==> src/rtl/gmc_pkg.sv <==
// ----------------------------------------------------------------------------
// gmc_pkg
// Shared types and constants of the gradient map colorizer: stop register
// layout, register indexes, reset values and the stage payload structs.
// ----------------------------------------------------------------------------
package gmc_pkg;

   localparam int unsigned CSR_INDEX_WIDTH = 3;
   localparam int unsigned STOP_WIDTH      = 40;
   localparam int unsigned COUNT_WIDTH     = 3;
   localparam int unsigned CHAN_WIDTH      = 8;
   localparam int unsigned CHANNELS        = 4;
   localparam int unsigned NUM_WIDTH       = 2 * CHAN_WIDTH;
   localparam int unsigned POS_LSB         = 32;

   localparam logic [CSR_INDEX_WIDTH-1:0] CSR_STOP_COUNT = 3'd0;
   localparam logic [CSR_INDEX_WIDTH-1:0] CSR_STOP_BASE  = 3'd1;

   localparam logic [COUNT_WIDTH-1:0] STOP_COUNT_RESET = 3'd3;
   localparam logic [COUNT_WIDTH-1:0] MIN_STOPS        = 3'd2;

   localparam logic [STOP_WIDTH-1:0] STOP_ZERO_RESET = 40'h33FF545454;
   localparam logic [STOP_WIDTH-1:0] STOP_ONE_RESET  = 40'h80FF492F25;
   localparam logic [STOP_WIDTH-1:0] STOP_TWO_RESET  = 40'hF2FF727272;

   typedef logic [STOP_WIDTH-1:0] stop_type;
   typedef logic [CHAN_WIDTH-1:0] chan_type;

   typedef struct packed {
      chan_type                     level;
      chan_type                     p1;
      chan_type                     p2;
      logic [CHANNELS-1:0][CHAN_WIDTH-1:0] c1;
      logic [CHANNELS-1:0][CHAN_WIDTH-1:0] c2;
      logic                         lerp;
      logic                         frame_end;
   } sel_type;

   typedef struct packed {
      logic [CHANNELS-1:0][NUM_WIDTH-1:0]  rem;
      chan_type                            div;
      logic [CHANNELS-1:0][CHAN_WIDTH-1:0] quo;
      logic                                frame_end;
   } div_type;

   function automatic stop_type stop_reset(input int unsigned idx);
      stop_type value;
      unique case (idx)
         0:       value = STOP_ZERO_RESET;
         1:       value = STOP_ONE_RESET;
         2:       value = STOP_TWO_RESET;
         default: value = '0;
      endcase
      return value;
   endfunction

endpackage

==> src/rtl/gmc_select.sv <==
// ----------------------------------------------------------------------------
// gmc_select
// Stop search stage: finds the last active stop below the level, pairs it
// with its successor and registers the pair.
// ----------------------------------------------------------------------------
module gmc_select #(
   parameter int unsigned MAX_STOPS = 6
) (
   input  logic                                         clock,
   input  logic                                         reset,
   input  logic                                         up_valid,
   output logic                                         up_ready,
   input  gmc_pkg::chan_type                            up_level,
   input  logic                                         up_frame_end,
   input  logic [gmc_pkg::COUNT_WIDTH-1:0]              stop_count,
   input  logic [MAX_STOPS-1:0][gmc_pkg::STOP_WIDTH-1:0] stops,
   output logic                                         dn_valid,
   input  logic                                         dn_ready,
   output gmc_pkg::sel_type                             dn_data
);

   localparam logic [gmc_pkg::COUNT_WIDTH-1:0] MAX_N = gmc_pkg::COUNT_WIDTH'(MAX_STOPS);
   localparam int unsigned PL = gmc_pkg::POS_LSB;

   logic [gmc_pkg::COUNT_WIDTH-1:0] n;
   logic                            pair;
   gmc_pkg::sel_type                sel_in;
   gmc_pkg::sel_type                sel_ff;
   logic                            valid_ff;

   always_comb begin
      n = stop_count;
      if (n < gmc_pkg::MIN_STOPS) begin
         n = gmc_pkg::MIN_STOPS;
      end else if (n > MAX_N) begin
         n = MAX_N;
      end
      pair          = 1'b0;
      sel_in.level  = up_level;
      sel_in.p1     = stops[0][PL +: 8];
      sel_in.p2     = stops[0][PL +: 8];
      sel_in.c1     = stops[0][PL-1:0];
      sel_in.c2     = stops[0][PL-1:0];
      sel_in.frame_end = up_frame_end;
      for (int i = 0; i < MAX_STOPS; i++) begin
         if ((gmc_pkg::COUNT_WIDTH'(i) < n) && (stops[i][PL +: 8] < up_level)) begin
            sel_in.p1 = stops[i][PL +: 8];
            sel_in.c1 = stops[i][PL-1:0];
            if ((i + 1 < MAX_STOPS) && (gmc_pkg::COUNT_WIDTH'(i + 1) < n)) begin
               sel_in.p2 = stops[(i + 1) % MAX_STOPS][PL +: 8];
               sel_in.c2 = stops[(i + 1) % MAX_STOPS][PL-1:0];
               pair      = 1'b1;
            end else begin
               sel_in.p2 = stops[i][PL +: 8];
               sel_in.c2 = stops[i][PL-1:0];
               pair      = 1'b0;
            end
         end
      end
      sel_in.lerp = pair && (sel_in.p2 > sel_in.p1) && (sel_in.p2 >= up_level)
                    && (up_level > sel_in.p1);
   end

   assign up_ready = !valid_ff || dn_ready;

   always_ff @(posedge clock) begin
      if (reset) begin
         valid_ff <= 1'b0;
      end else if (up_ready) begin
         valid_ff <= up_valid;
      end
   end

   always_ff @(posedge clock) begin
      if (up_ready && up_valid) begin
         sel_ff <= sel_in;
      end
   end

   assign dn_valid = valid_ff;
   assign dn_data  = sel_ff;

endmodule

==> src/rtl/gmc_blend.sv <==
// ----------------------------------------------------------------------------
// gmc_blend
// Weighting stage: forms the per-channel numerator c1*(p2-g) + c2*(g-p1)
// and the divisor p2-p1; a lone stop passes as its color over one.
// ----------------------------------------------------------------------------
module gmc_blend (
   input  logic             clock,
   input  logic             reset,
   input  logic             up_valid,
   output logic             up_ready,
   input  gmc_pkg::sel_type up_data,
   output logic             dn_valid,
   input  logic             dn_ready,
   output gmc_pkg::div_type dn_data
);

   localparam int unsigned NW = gmc_pkg::NUM_WIDTH;

   gmc_pkg::chan_type wa;
   gmc_pkg::chan_type wb;
   gmc_pkg::div_type  blend_in;
   gmc_pkg::div_type  blend_ff;
   logic              valid_ff;

   always_comb begin
      wa = up_data.p2 - up_data.level;
      wb = up_data.level - up_data.p1;
      blend_in.quo       = '0;
      blend_in.frame_end = up_data.frame_end;
      if (up_data.lerp) begin
         blend_in.div = up_data.p2 - up_data.p1;
      end else begin
         blend_in.div = gmc_pkg::chan_type'(1);
      end
      for (int k = 0; k < gmc_pkg::CHANNELS; k++) begin
         if (up_data.lerp) begin
            blend_in.rem[k] = NW'(({8'd0, up_data.c1[k]} * {8'd0, wa})
                                + ({8'd0, up_data.c2[k]} * {8'd0, wb}));
         end else begin
            blend_in.rem[k] = {8'd0, up_data.c1[k]};
         end
      end
   end

   assign up_ready = !valid_ff || dn_ready;

   always_ff @(posedge clock) begin
      if (reset) begin
         valid_ff <= 1'b0;
      end else if (up_ready) begin
         valid_ff <= up_valid;
      end
   end

   always_ff @(posedge clock) begin
      if (up_ready && up_valid) begin
         blend_ff <= blend_in;
      end
   end

   assign dn_valid = valid_ff;
   assign dn_data  = blend_ff;

endmodule

==> src/rtl/gmc_div_stage.sv <==
// ----------------------------------------------------------------------------
// gmc_div_stage
// Two restoring division steps on all four channels, quotient bits TOP_BIT
// and TOP_BIT-1.
// ----------------------------------------------------------------------------
module gmc_div_stage #(
   parameter int unsigned TOP_BIT = 7
) (
   input  logic             clock,
   input  logic             reset,
   input  logic             up_valid,
   output logic             up_ready,
   input  gmc_pkg::div_type up_data,
   output logic             dn_valid,
   input  logic             dn_ready,
   output gmc_pkg::div_type dn_data
);

   localparam int unsigned NW = gmc_pkg::NUM_WIDTH;

   logic [NW-1:0]    trial;
   gmc_pkg::div_type step_in;
   gmc_pkg::div_type step_ff;
   logic             valid_ff;

   always_comb begin
      trial   = '0;
      step_in = up_data;
      for (int j = 0; j < 2; j++) begin
         trial = NW'({8'd0, up_data.div} << (TOP_BIT - j));
         for (int k = 0; k < gmc_pkg::CHANNELS; k++) begin
            if (step_in.rem[k] >= trial) begin
               step_in.rem[k]               = step_in.rem[k] - trial;
               step_in.quo[k][TOP_BIT - j]  = 1'b1;
            end
         end
      end
   end

   assign up_ready = !valid_ff || dn_ready;

   always_ff @(posedge clock) begin
      if (reset) begin
         valid_ff <= 1'b0;
      end else if (up_ready) begin
         valid_ff <= up_valid;
      end
   end

   always_ff @(posedge clock) begin
      if (up_ready && up_valid) begin
         step_ff <= step_in;
      end
   end

   assign dn_valid = valid_ff;
   assign dn_data  = step_ff;

endmodule

==> src/rtl/gradient_map_colourize_top.sv <==
// ----------------------------------------------------------------------------
// gradient_map_colourize_top
// Gradient map: maps a pixel level through a ramp of 2 to MAX_STOPS color
// stops with per-channel linear interpolation between neighbouring stops.
//
//   channel   ports                  role
//   req       valid/ready            level and frame_end in, one item
//   rsp       valid/ready            ARGB and frame_end out, one item
//   csr       we/index/wdata         stop count and stop registers
//
// One item per cycle unless rsp stalls; stages: stop search, weighting, then four
// division stages of two quotient bits each.
// Synchronous reset clears all valid bits and loads the default ramp.
// A stall at rsp backs up stage by stage; empty stages still take items.
// ----------------------------------------------------------------------------
module gradient_map_colourize_top #(
   parameter int unsigned MAX_STOPS = 6
) (
   input  logic                                  clock,
   input  logic                                  reset,
   input  logic                                  req_valid,
   output logic                                  req_ready,
   input  logic [7:0]                            req_level,
   input  logic                                  req_frame_end,
   output logic                                  rsp_valid,
   input  logic                                  rsp_ready,
   output logic [7:0]                            rsp_alpha_out,
   output logic [7:0]                            rsp_red_out,
   output logic [7:0]                            rsp_green_out,
   output logic [7:0]                            rsp_blue_out,
   output logic                                  rsp_frame_end_out,
   input  logic                                  csr_we,
   input  logic [gmc_pkg::CSR_INDEX_WIDTH-1:0]   csr_index,
   input  logic [gmc_pkg::STOP_WIDTH-1:0]        csr_wdata
);

   localparam int unsigned DIV_STAGES = 4;

   logic [gmc_pkg::COUNT_WIDTH-1:0]              stop_count_ff;
   logic [MAX_STOPS-1:0][gmc_pkg::STOP_WIDTH-1:0] stops_ff;

   logic             sel_valid;
   logic             sel_ready;
   gmc_pkg::sel_type sel_data;

   logic             dv_valid [DIV_STAGES+1];
   logic             dv_ready [DIV_STAGES+1];
   gmc_pkg::div_type dv_data  [DIV_STAGES+1];

   always_ff @(posedge clock) begin
      if (reset) begin
         stop_count_ff <= gmc_pkg::STOP_COUNT_RESET;
         for (int i = 0; i < MAX_STOPS; i++) begin
            stops_ff[i] <= gmc_pkg::stop_reset(i);
         end
      end else if (csr_we) begin
         if (csr_index == gmc_pkg::CSR_STOP_COUNT) begin
            stop_count_ff <= csr_wdata[gmc_pkg::COUNT_WIDTH-1:0];
         end
         for (int i = 0; i < MAX_STOPS; i++) begin
            if (csr_index == gmc_pkg::CSR_STOP_BASE + gmc_pkg::CSR_INDEX_WIDTH'(i)) begin
               stops_ff[i] <= csr_wdata;
            end
         end
      end
   end

   gmc_select #(
      .MAX_STOPS (MAX_STOPS)
   ) u_select (
      .clock        (clock),
      .reset        (reset),
      .up_valid     (req_valid),
      .up_ready     (req_ready),
      .up_level     (req_level),
      .up_frame_end (req_frame_end),
      .stop_count   (stop_count_ff),
      .stops        (stops_ff),
      .dn_valid     (sel_valid),
      .dn_ready     (sel_ready),
      .dn_data      (sel_data)
   );

   gmc_blend u_blend (
      .clock    (clock),
      .reset    (reset),
      .up_valid (sel_valid),
      .up_ready (sel_ready),
      .up_data  (sel_data),
      .dn_valid (dv_valid[0]),
      .dn_ready (dv_ready[0]),
      .dn_data  (dv_data[0])
   );

   for (genvar s = 0; s < DIV_STAGES; s++) begin : g_div
      gmc_div_stage #(
         .TOP_BIT (7 - 2 * s)
      ) u_div (
         .clock    (clock),
         .reset    (reset),
         .up_valid (dv_valid[s]),
         .up_ready (dv_ready[s]),
         .up_data  (dv_data[s]),
         .dn_valid (dv_valid[s+1]),
         .dn_ready (dv_ready[s+1]),
         .dn_data  (dv_data[s+1])
      );
   end

   assign dv_ready[DIV_STAGES] = rsp_ready;
   assign rsp_valid            = dv_valid[DIV_STAGES];
   assign rsp_alpha_out        = dv_data[DIV_STAGES].quo[3];
   assign rsp_red_out          = dv_data[DIV_STAGES].quo[2];
   assign rsp_green_out        = dv_data[DIV_STAGES].quo[1];
   assign rsp_blue_out         = dv_data[DIV_STAGES].quo[0];
   assign rsp_frame_end_out    = dv_data[DIV_STAGES].frame_end;

`ifndef SYNTH
   a_lerp_span : assert property (@(posedge clock) disable iff (reset)
      sel_valid && sel_data.lerp |-> sel_data.p2 > sel_data.p1)
      else $error("interpolating pair without positive span");

   a_div_nonzero : assert property (@(posedge clock) disable iff (reset)
      dv_valid[0] |-> dv_data[0].div != 8'd0)
      else $error("zero divisor entering divider");

   a_rem_bound : assert property (@(posedge clock) disable iff (reset)
      rsp_valid |-> (dv_data[DIV_STAGES].rem[0] < {8'd0, dv_data[DIV_STAGES].div})
                 && (dv_data[DIV_STAGES].rem[1] < {8'd0, dv_data[DIV_STAGES].div})
                 && (dv_data[DIV_STAGES].rem[2] < {8'd0, dv_data[DIV_STAGES].div})
                 && (dv_data[DIV_STAGES].rem[3] < {8'd0, dv_data[DIV_STAGES].div}))
      else $error("final remainder not below divisor");

   a_hold_stalled : assert property (@(posedge clock) disable iff (reset)
      sel_valid && !sel_ready |=> sel_valid && $stable(sel_data))
      else $error("select stage lost a stalled item");
`endif

endmodule

==> config.mk <==
export PLATFORM = sky130hd
export DESIGN_NAME = gradient_map_colourize_top
export DESIGN_NICKNAME = d
export VERILOG_FILES = /design/src/rtl/gmc_pkg.sv /design/src/rtl/gmc_select.sv /design/src/rtl/gmc_blend.sv /design/src/rtl/gmc_div_stage.sv /design/src/rtl/gradient_map_colourize_top.sv
export SDC_FILE = /design/constraint.sdc
export NUM_CORES = 2
export LEC_CHECK = 0
export ABC_AREA = 1
export BUFFER_PORTS_ARGS = -buffer_cell sky130_fd_sc_hd__buf_4
export CORE_MARGIN = 1.5
export CORE_UTILIZATION = 55
export CTS_CLUSTER_SIZE = 8
export DETAILED_ROUTE_END_ITERATION = 6
export PLACE_DENSITY = 0.79
export SYNTH_ARGS = -nofsm -noshare
export SYNTH_HDL_FRONTEND = slang
export SYNTH_SLANG_ARGS = --single-unit
==> constraint.sdc <==
create_clock -name clock -period 8.1 [get_ports clock]
set_input_delay 0.405 -clock clock [delete_from_list [all_inputs] [get_ports clock]]
set_output_delay 0.405 -clock clock [all_outputs]
set_load 0.02 [all_outputs]
[Yosys cells after proc, flatten, opt, wreduce, memory -nomap -nowiden]
Cells that the tools add are included.
Word-level totals
  register bits after elaboration: 712
  bits in latches: 0
  RAM bits: 0
  ROM bits: 0
  output and inout bits: 35
  word-level logic and storage cells: 293
  memories kept: 0
Operators by class
  $add $sub $neg: 35
  multiply operators: 8
  div/mod/pow operators: 0
  magnitude comparators: 49
  equality and inequality tests: 6
  shift-type cells: 0
  muxes and demuxes: 61
  bitwise logic cells: 0
  reduce and logical (&&, ||, !) cells: 35
Operators by type and width (count)
  $mux W16: 28
  $mux W80: 5
  $mux W32: 5
  $mul A8 B8 Y16: 8
  $mux W72: 1
  $mux W8: 9
  $add A16 B16 Y16: 4
  $ge A16 B10 Y1: 4
  $ge A16 B11 Y1: 4
  $ge A16 B12 Y1: 4
  $ge A16 B13 Y1: 4
  $ge A16 B14 Y1: 4
  $ge A16 B15 Y1: 4
  $ge A16 B8 Y1: 4
  $ge A16 B9 Y1: 4
  $sub A16 B10 Y16: 4
  $sub A16 B11 Y16: 4
  $sub A16 B12 Y16: 4
  $sub A16 B13 Y16: 4
  $sub A16 B14 Y16: 4
  $sub A16 B15 Y16: 4
  $sub A16 B9 Y16: 4
  $lt A8 B8 Y1: 6
  $sub A8 B8 Y8: 3
  other kinds (17): 65

[Logic depth before layout (Yosys ltp)]
  depth after elaboration: 15
  gate-level depth with buffers: 34

[Hierarchy]
From an unflattened synthesis, not the netlist that was laid out.
Unflattened totals
  cells, all modules: 10404
  area total of the unflattened synthesis: 76841.2 um^2
By module, submodules not included
  gmc_blend: times used 1, cells each 2837, area each 22094.9 um^2, seq. area each 2212.1 um^2
  gmc_select: times used 1, cells each 1946, area each 11690.0 um^2, seq. area each 2722.6 um^2
  gmc_div_stage (g_div[3].u_div): times used 1, cells each 1308, area each 9482.8 um^2, seq. area each 3173.0 um^2
  gradient_map_colourize_top: times used 1, cells each 1307, area each 9257.6 um^2, seq. area each 4864.7 um^2
  gmc_div_stage (g_div[2].u_div): times used 1, cells each 1172, area each 8894.8 um^2, seq. area each 3173.0 um^2
  gmc_div_stage (g_div[1].u_div): times used 1, cells each 959, area each 7927.6 um^2, seq. area each 3173.0 um^2
  gmc_div_stage (g_div[0].u_div): times used 1, cells each 875, area each 7493.4 um^2, seq. area each 3173.0 um^2

[Worst setup path before layout]
OpenSTA, ideal clock, no wires.
  kind: register -> register
  start: register u_select.sel_ff (netlist bit u_select.dn_data[66])
  end: register u_blend.blend_ff (netlist bit u_blend.dn_data[56]) (data pin)
  arrival time: 6.205 ns
  data required time: 7.845 ns
  slack: 1.640 ns
  cell stages (with the launch flop): 31
  path buffers: 1
  path through: edfxtp_1 inv_1 ha_1 inv_1 fa_1 a21oi_1 o21ai_0 or2_2 nand2_1 clkbuf_1 nor2_1 fa_1 inv_1 fa_1 inv_1 fa_1 fa_1 fa_1 inv_1 fa_1 inv_1 ha_1 nand2_1 nor2_1 nand3_1 nand3_1 nand3_1 nand2_1 nand3_1 a21oi_1 nor2_1
Between the ends
  word-level cells in the longest chain between the ends: 3
RTL lines
  from (decl): line gmc_select.sv:28  | gmc_pkg::sel_type sel_ff;
  from (signal assigned): line gmc_select.sv:76  | sel_ff <= sel_in;
  $sub A8 B8 Y8: line gmc_blend.sv:26  | wa = up_data.p2 - up_data.level;
  $mul A8 B8 Y16: line gmc_blend.sv:37  | blend_in.rem[k] = NW'(({8'd0, up_data.c1[k]} * {8'd0, wa})
  $add A16 B16 Y16: line gmc_blend.sv:38  | + ({8'd0, up_data.c2[k]} * {8'd0, wb}));
  to (signal assigned): line gmc_blend.sv:57  | blend_ff <= blend_in;
  to (decl): line gmc_blend.sv:22  | gmc_pkg::div_type blend_ff;
No other way between the ends.
A chain may end at the register's enable or synchronous reset.

[Final worst setup path]
  start: register u_select.sel_ff (netlist bit u_select.dn_data[75])
  end: register u_blend.blend_ff (netlist bit u_blend.dn_data[56]) (data pin)
Between the ends
  word-level cells in the longest chain between the ends: 3
RTL lines
  $sub A8 B8 Y8: line gmc_blend.sv:27  | wb = up_data.level - up_data.p1;
  $mul A8 B8 Y16: line gmc_blend.sv:38
  $add A16 B16 Y16: line gmc_blend.sv:38
No other way between the ends.

==> impl_metrics.tcl <==
set metrics [dict create \
    yosysUniqueCellTypes 61 \
    detail_route.iter0.violations 5804 \
    hold_path.startpoint "csr_index[0]" \
    maxSlewHeadroom_pct 21.5 \
    insertion_delay_ns 0.78 \
    hold_path_depth 6 \
    route.top_layer_used "met5" \
    post_synth_main_area_contributors "edfxtp_1, nand2_1, fa_1, ha_1, inv_1" \
    vertical_die_dimension_um 354 \
    crit_arrival_ns 7.70 \
    cts_tree "done" \
    timing.final.max_slew_violations 0 \
    gp_routability_congestion 0.985 \
    worst_pin_slew_ns 1.18 \
    fin_crit_ns 7.20 \
    wl_met1_mm 77.7 \
    worst_hold_path.endpoint "stop_count_ff[0]" \
    fin_worst_hold_slack_ns 0.0702 \
    ys_seq_area_share_pct 27.9 \
    fillerInstances 10800 \
    synth.yosys.warnings 0 \
    critPathCaptureType "register" \
    worst_clock_skew_ns 0.0943 \
    synth.ff_latch_count 712 \
    initial_core_util_pct 55.5 \
    largest_fanout_on_the_critical_path 15 \
    design.die.area_um2 125000 \
    floorplan.die.width_um 354 \
    maxClockFrequency_ghz 0.139 \
    yosys.area.top_type "edfxtp_1" \
    drive_above_1_share_pct 4.98 \
    netlist_instances 9108 \
    cts_inserted_buffers 101 \
    setup_viol 0 \
    regToRegEndpoint "u_blend.dn_data[56]" \
    wl_per_cell_um 18.2 \
    yosys.area.top_type_share_pct 20.6 \
    finish.net_count 10200 \
    cts_max_path_buffers 3 \
    grt_max_degree 122 \
    worst_r2r_setup_slack_ns 0.90 \
    grt.total_usage_pct 31.3 \
    via_cell_ratio 5.63 \
    crit_type "reg -> reg" \
    synth_flop_cell "edfxtp_1" \
    cts.repair.resized 0 \
    drv_cap 0 \
    cts_setup_buffers 0 \
    finalHoldViolations 0 \
    wire_length_of_the_first_global_routing_pass_mm 313 \
    mappedNetlistArea_um2 67600 \
    placementRows 128 \
    tritoncts_num_sinks 712 \
    regToRegStartpoint "u_select.dn_data[75]" \
    critical_path.max_stage_delay_ns 0.66 \
    final_period_util_pct 88.9 \
    clkTransAtPathRegs_ns 0.06 \
    htree_num_levels 3 \
    io_pins 92 \
    clock_tree_root_driver_cell "clkbuf_16" \
    cpMostUsedCell "fa_1" \
    syn-mean-instance-area_um2 7.42 \
    hold_class "in -> reg" \
    antenna_found_initial 3 \
    remaining_drc_errors 0 \
    required_ns 8.60 \
    synth.cells.most_frequent "nand2_1, inv_1, nor2_1, o21ai_0, ha_1" \
    reg2reg_depth 28 \
    cpMaxStageDelayCell "nand2_1" \
    multi_input_area_um2 41100 \
    place.port_buffers 91 \
    register_area_um2 18900 \
    detailroute.wirelength.met3_mm 16.7 \
    met2WireLength_mm 89.6 \
    grt_pass1_vias 59500 \
    detailroute.via_count 60700 \
    n_antenna_cell 0 \
    run_status "completed" \
    critical_path.startpoint_type "register" \
    antenna_left 0 \
    detail_route.first_pass.iterations 6 \
    synth_nets 10200 \
    total_neg_setup_slack_ns 0 \
    synthMostInstantiatedCell "nand2_1" \
    dpl.hpwl_mm 147 \
    drt_wl_total_mm 196 \
    synth_async_sr_flop_share_pct 0 \
    grt-ovfl-total 0 \
    design.core.area_um2 122000 \
    syn_to_final_growth_pct 7.80 \
    synth_enable_flop_cells 463 \
    setup_repair_after_global_routing_missed_its_margin "no" \
]
==> layout by cell type (no fill, tap or decap), types with 12 or more instances in the layout <==
cell type         n
nor2_2           12
nand3_2          18
ha_1            596
nand4_1         126
nor4_1           13
clkbuf_1         38
clkbuf_16       101
a21o_1           16
a21oi_1         491
a31oi_1          15
o21bai_1         24
xor2_1          105
o21ai_0         636
nand2_1        2263
nand3_1         457
o21a_1           23
edfxtp_1        463
xnor2_1          80
and2_1           12
o211ai_1        122
inv_1          1605
clkinv_1         12
nor2_1          757
inv_2            22
fa_1            415
nand2_2          39
dlygate4sd3_1    51
dfxtp_1         248
o21ai_1          26
nor3_1           47
buf_4           157
or2_2            34
==> layer usage <==
layer | vias to the layer above | global-route usage (%)
met5 | - | 0
met4 | 2 | 17.1
met3 | 604 | 5.35
met2 | 2685 | 51.8
met1 | 28300 | 38.9
li1 | 29100 | -
==> worst max-delay path by stage <==
| stage | depth (start not counted) | startpoint | slack, ns | end |
|---|---|---|---|---|
| finish | 28 | u_select.dn_data[75] | 0.90 | u_blend.dn_data[56] |
| global route | 28 | u_select.dn_data[75] | 0.37 | u_blend.dn_data[56] |
| CTS | 32 | u_select.dn_data[66] | 0.95 | u_blend.dn_data[104] |
| detailed placement | 31 | u_select.dn_data[82] | 1.01 | u_blend.dn_data[104] |
| global placement | 28 | u_select.dn_data[75] | 1.13 | u_blend.dn_data[56] |
| floorplan | 30 | u_select.dn_data[66] | 1.64 | u_blend.dn_data[56] |
==> state kept, by name (all words and copies together) (netlist names) <==
name and cells:
g_div.u_div.dn_data 300, stops_ff 240, u_select.dn_data 90, u_blend.dn_data 73
g_div.u_div.dn_valid 4, stop_count_ff 3, u_blend.dn_valid 1, u_select.dn_valid 1
==> timing repair <==
action                                  in CTS  in global routing
hold buffers                                51                  0
hold endpoints to repair                   251                  0
endpoints found under the setup margin       0                  0
==> worst max-delay path, delay by kind of cell, from the launching register on <==
family | cells | cell delay, ns
AOI/OAI and AO/OA | 3 | 0.68
adders and majority gates | 8 | 3.54
buffers and inverters | 5 | 0.33
and+or+nand+nor | 12 | 2.00
DFF | 1 | 0.38
==> metrics by stage <==
step	utilization [%]	setup WS, ns	cells	area [µm²]
CTS	59.8	0.954	10800	72900
floorplan	-	1.64	9108	67600
finish	59.8	0.902	10800	72900
detailed placement	57.0	1.01	10600	69400
global placement	57.0	1.13	10600	69400
global route	59.8	0.369	10800	72900
==> area by class of cell <==
type / count / share of cell area (%)
Clock buffer: 141 / 3.70
Timing Repair Buffer: 208 / 2.32
Inverter: 1643 / 8.48
Tap cell: 1625 / 2.79
Multi-Input combinational cell: 6433 / 56.5
Clock inverter: 11 / 0.306
Sequential cell: 712 / 25.9
==> logic make-up after synthesis <==
family                     count (synthesis)  synth area share (%)
xor gates and xnor gates                 185                  2.40
DFF                                      712                  27.9
buffers and inverters                   1963                  11.3
AOI/OAI and AO/OA                       1411                  11.4
adders and majority gates               1011                  23.3
muxes                                      6                0.0963
and+or+nand+nor                         3820                  23.5
Power is not shown: default switching activity piles up to over one toggle a cycle in this logic, so the estimate is an artifact.
